File: src/hw/rtl/assert_macros.svh
// Assertion macros for the RTL of the rank normaliser.
// Depends on a signal named clk and a signal named rst in the using scope.
`ifndef ASSERT_MACROS_SVH
`define ASSERT_MACROS_SVH
`ifndef NO_ASSERTIONS
// Whenever cond holds, prop must hold in the same cycle.
`define ASSERT_SAME(label, cond, prop) \
  label: assert property (@(posedge clk) disable iff (rst) (cond) |-> (prop)) \
    else $error("assertion failed");
// Whenever cond holds, prop must hold in the next cycle.
`define ASSERT_NEXT(label, cond, prop) \
  label: assert property (@(posedge clk) disable iff (rst) (cond) |=> (prop)) \
    else $error("assertion failed");
`else
`define ASSERT_SAME(label, cond, prop)
`define ASSERT_NEXT(label, cond, prop)
`endif
`endif

File: src/hw/rtl/rn_pkg.sv
// Shared types and constants for the rank normaliser.
// No dependencies.
package rn_pkg;

  localparam int unsigned MAX_COUNT_DEF = 64;
  localparam int unsigned VALUE_W       = 32;
  localparam int unsigned RANK_W        = 6;
  // Index carried with a circulating value; wide enough for a store of MAX_COUNT_DEF values.
  localparam int unsigned IDX_W         = 6;

  typedef struct packed {
    logic init;   // copy own value into the circulating slot, clear the rank
    logic step;   // compare and rotate the circulating values by one cell
    logic shift;  // move ranks one cell towards the output
  } rn_ctrl_t;

  typedef struct packed {
    logic signed [VALUE_W-1:0] value;
    logic [IDX_W-1:0]          idx;
    logic                      valid;
  } rn_circ_t;

endpackage

File: src/hw/rtl/rn_cell.sv
// One cell of the ranking chain: holds one stored value and its rank counter.
// Depends on rn_pkg.
module rn_cell #(
  parameter int unsigned INDEX = 0
) (
  input  logic                              clk,
  input  rn_pkg::rn_ctrl_t                  ctrl,
  input  logic                              wr_en,
  input  logic signed [rn_pkg::VALUE_W-1:0] wr_value,
  input  logic                              own_valid,
  input  rn_pkg::rn_circ_t                  circ_in,
  input  logic [rn_pkg::RANK_W-1:0]         rank_in,
  output rn_pkg::rn_circ_t                  circ,
  output logic [rn_pkg::RANK_W-1:0]         rank
);

  logic signed [rn_pkg::VALUE_W-1:0] value;
  logic                              hit;

  // A passing value ranks below ours if smaller, or equal and earlier.
  assign hit = circ.valid &&
               ((circ.value < value) ||
                ((circ.value == value) && (circ.idx < rn_pkg::IDX_W'(INDEX))));

  always_ff @(posedge clk) begin
    if (wr_en) begin
      value <= wr_value;
    end
    if (ctrl.init) begin
      circ.value <= value;
      circ.idx   <= rn_pkg::IDX_W'(INDEX);
      circ.valid <= own_valid;
      rank       <= '0;
    end else if (ctrl.step) begin
      circ <= circ_in;
      if (hit) begin
        rank <= rank + rn_pkg::RANK_W'(1);
      end
    end else if (ctrl.shift) begin
      rank <= rank_in;
    end
  end

endmodule

File: config.mk
export PLATFORM = sky130hd
export DESIGN_NAME = rn_cell
export DESIGN_NICKNAME = d
export VERILOG_FILES = /design/src/hw/rtl/assert_macros.svh /design/src/hw/rtl/rn_pkg.sv /design/src/hw/rtl/rn_cell.sv
export SDC_FILE = /design/constraint.sdc
export NUM_CORES = 1
export LEC_CHECK = 0
export BUFFER_PORTS_ARGS = -buffer_cell sky130_fd_sc_hd__clkbuf_2
export CAP_MARGIN = 20
export CORE_MARGIN = 3
export CORE_UTILIZATION = 50
export CTS_CLUSTER_SIZE = 25
export DETAILED_ROUTE_END_ITERATION = 12
export PLACE_DENSITY = 0.83
export SYNTH_ARGS = -nofsm -noshare
export SYNTH_HDL_FRONTEND = slang
export SYNTH_SLANG_ARGS = --single-unit
File: constraint.sdc
create_clock -name clk -period 3.1 [get_ports clk]
set_input_delay 0.155 -clock clk [delete_from_list [all_inputs] [get_ports clk]]
set_output_delay 0.155 -clock clk [all_outputs]
set_load 0.02 [all_outputs]
==> run_results.csv, run 1 <==
group,metric,value,unit
detailed_routing,drt_wl_total,8690,um
synth,async_reset_ff_share,0,%
layout,area_growth,32.8,%
worst_setup_path,r2r-start,"circ[20]",
detailed_routing,dr.pass1.iters,4,
floorplanning,fp.dieH,92.3,um
clocking,clockBufferDepth,2,
clocking,numCtsBuffers,9,
worst_setup_path,startpoint_type,"flop",
layout,drive_gt1_share,32.4,%
worst_setup_path,worstPathMaxFanout,10,
synth,synth_edf_count,65,
detailed_routing,drc,0,
power_and_ir_drop,power.total,2.44,mW
timing,tightest_slew,0.879,ns
floorplanning,start_util,53.0,%
synth,seq_area_frac_synth,58.9,%
clocking,ctsHoldBuffers,31,
synth,synth_area,3720,um2
clocking,cts_setup_buffers,0,
global_route,grt_pass1_vias,3120,
run_status,status,"completed",
layout,multiInputGateArea,1360,um2
detailed_routing,wl_per_cell,15.6,um
timing,hold_viol_final,0,
placed_design,gp_congestion,0.863,
detailed_routing,drt_iter0_markers,115,
floorplanning,die-area,8520,um2
layout,regArea,2190,um2
detailed_routing,top_layer_used,"met4",
worst_setup_path,cp.required,3.31,ns
synth,ys_warn_count,0,
detailed_routing,viasPerCell,5.25,
global_route,grt_usage,21.3,%
floorplanning,rows,30,
layout,antenna_cells,0,
clocking,root_buffer,"clkbuf_8",
worst_setup_path,rr_endpoint,"rank[1]",
timing,max_freq,0.370,GHz
clocking,clk_pin_slew,0.08,ns
worst_setup_path,critPathCaptureType,"flop",
layout,final_nets,570,
floorplanning,die_w,92.3,um
clocking,cts_tree,"built",
placed_design,dp_hpwl,6260,um
synth,synthCells,293,
worst_setup_path,crit_path_end,"rank[1]",
floorplanning,design.core.area,7020,um2
timing,min_period,2.70,ns
worst_setup_path,r2r_setup_slack,0.40,ns
detailed_routing,wl_met1,3530,um
power_and_ir_drop,power.leakage,2.30,nW
timing,finalCritPeriodShare,87.2,%
detailed_routing,ant_nets,0,
placed_design,port_buffers,127,
clocking,h-tree-depth,3,
timing,finalSetupTns,0,ns
detailed_routing,via_count,2921,
worst_setup_path,critPathArrivalTime,2.92,ns
timing,slew_headroom,41.4,%
worst_setup_path,critPathKind,"flop to flop",
worst_setup_path,rr_worst_depth,9,
clocking,postCtsResizedCells,0,
timing,slew_viol_final,0,
global_route,grt_pass1_wl,14200,um
power_and_ir_drop,peakVddDrop,0.279,mV
global_route,antenna_found_initial,0,
synth,synth_cell_types,40,
clocking,cts.sinks,77,
min_path,hp-class,"primary input to flop",
layout,fillers,546,
clocking,clock_latency,0.33,ns
layout,finish.instance_area,4940,um2
worst_setup_path,startpoint,"circ[20]",
synth,avgSynthCellArea,12.7,um2
global_route,grt_max_degree,35,
global_route,grt-ovfl-total,0,
synth,synthFlopType,"edfxtp_1",
placed_design,postPlaceCellArea,4460,um2
synth,syn_nets,408,
detailed_routing,dr_wl_met3,550,um
job,drv_cap,0,
floorplanning,io_pins,128,
timing,skew,0.00694,ns
power_and_ir_drop,power_density,493,nW/um2
timing,grt_setup_unrepaired,"no",
detailed_routing,wl_met2,4540,um
timing,setup_violations,0,
synth,synth-seq-cells,77,
-- per-stage QoR --
stage / worst slack, ns / cells / hold slack [ns] / util, %
2_1_floorplan: 0.489 / 293 / 0.254 / -
3_3_place_gp: 0.483 / 508 / 0.332 / 63.5
3_5_place_dp: 0.376 / 508 / 0.334 / 63.5
4_1_cts: 0.371 / 555 / 0.00392 / 70.3
5_1_grt: 0.237 / 556 / 0.0486 / 70.4
6_report: 0.396 / 556 / 0.0610 / 70.4
-- cell type report --
cell class | instances | area share, %
clock buffers | 14 | 3.09
clock inverters | 2 | 0.202
inverters | 34 | 2.58
multi-input cells | 171 | 27.6
flip-flops and latches | 77 | 44.3
well taps | 96 | 2.43
repair buffers | 162 | 19.8
-- sequential cells by signal (all words and copies together), names as in the netlist --
register,count
value,32
circ,39
rank,6
-- synthesized netlist by cell type (2+ instances only) --
cell type / n / share of area [%]
a21oi_1: 15 / 2.0
a22o_1: 33 / 7.8
clkbuf_1: 10 / 1.0
dfxtp_1: 12 / 6.5
edfxtp_1: 65 / 52
ha_1: 32 / 11
inv_1: 34 / 3.4
mux2i_1: 11 / 3.0
nand2_1: 18 / 1.8
nand2b_1: 3 / 0.50
nand3_1: 3 / 0.40
nand4_1: 4 / 0.67
nor2_1: 11 / 1.1
nor2b_1: 3 / 0.50
nor3_1: 5 / 0.67
nor3b_1: 2 / 0.40
nor4_1: 2 / 0.34
o21ai_0: 7 / 0.94
or2_2: 2 / 0.34
-- where the power goes --
group / internal (mW) / switching [mW] / leakage, nW
registers: 1.23 / 0.0561 / 0.761
clock network: 0.312 / 0.347 / 0.0844
logic: 0.222 / 0.274 / 1.45
total: 1.76 / 0.677 / 2.30
-- per-layer routing --
metal	up-vias	GRT usage [%]
li1	1430	-
met1	1388	24.8
met2	97	38.1
met3	6	6.32
met4	0	5.82
met5	-	0
-- cell families (layout without fill, tap and decap cells) --
family          after synthesis  after routing  share of synthesized area, %
compound gates               69             69                          14.3
xor+xnor                      1              1                         0.235
fa+ha+maj                    32             32                          10.8
buf+inv                      45            212                          4.57
flops                        77             77                          58.9
mux                          12             12                          3.56
simple gates                 57             57                          7.66
-- placed cells by master, fill, tap and decap left out, types with 4 or more instances in the layout --
cell type / instances
a22o_1: 33
clkbuf_8: 10
mux2i_1: 11
clkbuf_2: 127
dlygate4sd3_1: 32
inv_1: 34
nor2_1: 11
nor3_1: 5
o21ai_0: 7
ha_1: 32
nand2_1: 18
a21oi_1: 15
nand4_1: 4
clkbuf_1: 4
edfxtp_1: 65
dfxtp_1: 12
-- worst min path at each step --
| stage | cells past startpoint | slack (ns) | startpoint | end |
|---|---|---|---|---|
| after global routing | 3 | 0.05 | circ_in[5] | circ[5] |
| final | 3 | 0.06 | rank_in[2] | rank[2] |
| after floorplan | 0 | 0.25 | wr_value[0] | value[0] |
| after detailed placement | 1 | 0.33 | wr_value[12] | value[12] |
| after global placement | 1 | 0.33 | wr_value[5] | value[5] |
| after CTS | 1 | 0.004 | wr_value[30] | value[30] |
-- worst max-delay path, stage by stage (launching register included) --
cell and delay (ns):
edfxtp_1 0.41, ha_1 0.31, nand4_1 0.15, or4_1 0.54, a221o_1 0.28, o211ai_2 0.10
a31oi_4 0.16, mux2i_4 0.32, o21ai_0 0.15, nor3b_1 0.16
Note: power is estimated with default switching activity, not from simulation.
==> run 2, diff against run 1 <==
ABC_AREA = 1   (was unset)
CORE_UTILIZATION = 41   (was 50)
PLACE_DENSITY = 0.7   (was 0.83)
==> run 2 against run 1 <==
  * Final cell count grew 14%
  * Total power grew 0.49%
  * Global-route usage shrank 3.4 points
  * Routed wire length grew 4.2%
  * First-iteration DRC count shrank 8.7%
  * Worst hold slack lost 0.030 ns
  * Die area grew 22%
  * Clock power grew 6.5%
  * Highest routed layer unchanged
==> run_results.csv, run 2 <==
group,metric,value,unit
floorplanning,design.core.area,8850,um2
detailed_routing,via_count,3077,
layout,top_regs,"circ x39, value x32, rank x6",
worst_setup_path,cp_cell_sequence,"ha_1 > a21oi_1 > nor2_1 > nor3_2 > nand2_1 > nand2_1 > nand2_1 > nand2_1 > nand2_1 > nand2_1 > nand3_2 > nand2_2 > nand2_1 > nand2_1 > nor2_1",
clocking,cts_setup_buffers,0,
placed_design,port_buffers,127,
layout,most-common-layout-cells,"clkbuf_2, edfxtp_1, nand2_1",
worst_setup_path,cp.required,3.34,ns
global_route,grt_pass1_vias,3032,
clocking,postCtsResizedCells,0,
global_route,use_met3,4.23,%
worst_setup_path,crit_top_cell,"nand2_1",
placed_design,place_inst,585,
floorplanning,fp.dieH,102,um
synth,synthFlopType,"edfxtp_1",
global_route,grt_max_degree,42,
synth,netlist_top_cells_count,"edfxtp_1, nand2_1, inv_1",
clocking,cts_tree,"built",
synth,synth_top_area_cell,"edfxtp_1",
synth,seq_area_frac_synth,58.1,%
synth,synth_area,3770,um2
min_path,hold_depth,3,
global_route,global_route.usage.met2,31.4,%
timing,setup_slack,1.12,ns
global_route,busiest_layer,"met2",
layout,final_common_cell,"clkbuf_2",
worst_setup_path,critPathCaptureType,"flop",
worst_setup_path,rr_worst_depth,15,
worst_setup_path,r2r_setup_slack,1.12,ns
clocking,clk_pin_slew,0.08,ns
worst_setup_path,cpMaxStageDelayCell,"edfxtp_1",
layout,postLayoutCoreUtil,56.3,%
synth,synth.top_cell.area_share,51.8,%
floorplanning,die_w,102,um
floorplanning,io_pins,128,
detailed_routing,drt_iter0_markers,105,
power_and_ir_drop,peakVddDrop,0.261,mV
synth,synth_most_common_cell,"edfxtp_1",
floorplanning,start_util,42.6,%
global_route,antenna_found_initial,0,
timing,grt_setup_unrepaired,"no",
min_path,min-delay-start,"circ_in[6]",
timing,tightest_slew,0.875,ns
synth,async_reset_ff_share,0,%
layout,drive_gt1_share,28.8,%
power_and_ir_drop,power_density,492,nW/um2
placed_design,dp_hpwl,6420,um
timing,max_freq,0.506,GHz
power_and_ir_drop,power.total,2.45,mW
floorplanning,die-area,10400,um2
detailed_routing,wl_per_cell,14.3,um
min_path,hp-class,"primary input to flop",
detailed_routing,viasPerCell,4.86,
timing,slew_viol_final,0,
synth,ys_warn_count,0,
worst_setup_path,rr_endpoint,"rank[0]",
timing,hold_viol_final,0,
synth,avgSynthCellArea,10.4,um2
synth,synthCells,362,
detailed_routing,drt_wl_total,9050,um
clocking,numCtsBuffers,9,
timing,finalCritPeriodShare,63.7,%
layout,final_nets,635,
timing,skew,0.00872,ns
run_status,status,"completed",
clocking,clock_latency,0.35,ns
layout,largest-register,"circ",
timing,slew_headroom,41.7,%
floorplanning,rows,34,
power_and_ir_drop,power.leakage,2.41,nW
detailed_routing,dr.pass1.iters,4,
synth,synthTopCellsByArea,"edfxtp_1, ha_1, dfxtp_1",
synth,synth_edf_count,65,
global_route,grt_pass1_wl,14100,um
layout,largest_register_ffs,39,
clocking,h-tree-depth,3,
worst_setup_path,critPathKind,"flop to flop",
clocking,ctsHoldBuffers,31,
layout,antenna_cells,0,
detailed_routing,drc,0,
worst_setup_path,critPathArrivalTime,2.21,ns
layout,regArea,2190,um2
clocking,root_buffer,"clkbuf_8",
worst_setup_path,startpoint_type,"flop",
global_route,grt_usage,17.9,%
global_route,grt-ovfl-total,0,
clocking,clockBufferDepth,2,
layout,layoutNonFillerInstCount,633,
worst_setup_path,r2r-start,"circ[12]",
layout,fillers,773,
placed_design,gp_congestion,0.768,
worst_setup_path,worstPathMaxFanout,12,
timing,setup_violations,0,
timing,finalSetupTns,0,ns
synth,synth-seq-cells,77,
job,drv_cap,0,
timing,min_period,1.98,ns
min_path,holdPathEnd,"circ[6]",
synth,synth_cell_types,26,
clocking,cts.sinks,77,
layout,area_growth,32.2,%
worst_setup_path,cpPeakStageDelay,0.39,ns
placed_design,place_ws,1.12,ns
layout,multiInputGateArea,1340,um2
global_route,grt_use_met1,21.1,%
synth,syn_nets,477,
detailed_routing,ant_nets,0,
[run 2: power breakdown]
group | leakage, nW | total (mW) | switching (mW) | internal (mW)
sequential | 0.765 | 1.27 | 0.0448 | 1.22
clock | 0.0913 | 0.702 | 0.365 | 0.336
combinational | 1.55 | 0.482 | 0.285 | 0.197
total | 2.41 | 2.45 | 0.695 | 1.76
[run 2: worst max-delay path by stage]
stage / startpoint / endpoint / slack, ns
2_1_floorplan: circ[12] / rank[3] / 1.23
3_3_place_gp: circ[22] / rank[5] / 1.21
3_5_place_dp: circ[12] / rank[0] / 1.12
4_1_cts: circ[12] / rank[0] / 1.10
5_1_grt: circ[12] / rank[0] / 0.86
6_report: circ[12] / rank[0] / 1.12
[run 2: worst max-delay path, delay by kind of cell, from the launching register on]
kind                     cells  cell delay (ns)
AO/OA/AOI/OAI                1             0.17
adder cells (fa/ha/maj)      1             0.30
flip-flops                   1             0.39
AND/OR/NAND/NOR             13             1.01
[run 2: metrics by stage]
| stage | cell area [um2] | hold WS [ns] |
|---|---|---|
| 6_report | 4990 | 0.0305 |
| 3_5_place_dp | 4490 | 0.334 |
| 2_1_floorplan | 3770 | 0.254 |
| 5_1_grt | 4990 | 0.0179 |
| 3_3_place_gp | 4490 | 0.332 |
| 4_1_cts | 4980 | 0.00234 |
[run 2: final cells by class]
class	instances	area share, %
clock inverters	4	0.452
multi-input cells	226	26.8
inverters	44	3.31
repair buffers	162	19.6
well taps	108	2.71
clock buffers	12	3.14
flip-flops and latches	77	44.0
[run 2: cell families after synthesis]
family / synth area share [%]
AND/OR/NAND/NOR: 14.7
flip-flops: 58.1
buffers and inverters: 6.44
AO/OA/AOI/OAI: 7.86
adder cells (fa/ha/maj): 10.6
multiplexers: 1.33
XOR/XNOR: 0.929
[run 2: metal layers]
metal | part of all wire, % | wire length (um)
met5 | 0 | 0
met4 | 1.5 | 136
met3 | 5.6 | 509
met2 | 50 | 4530
met1 | 43 | 3870
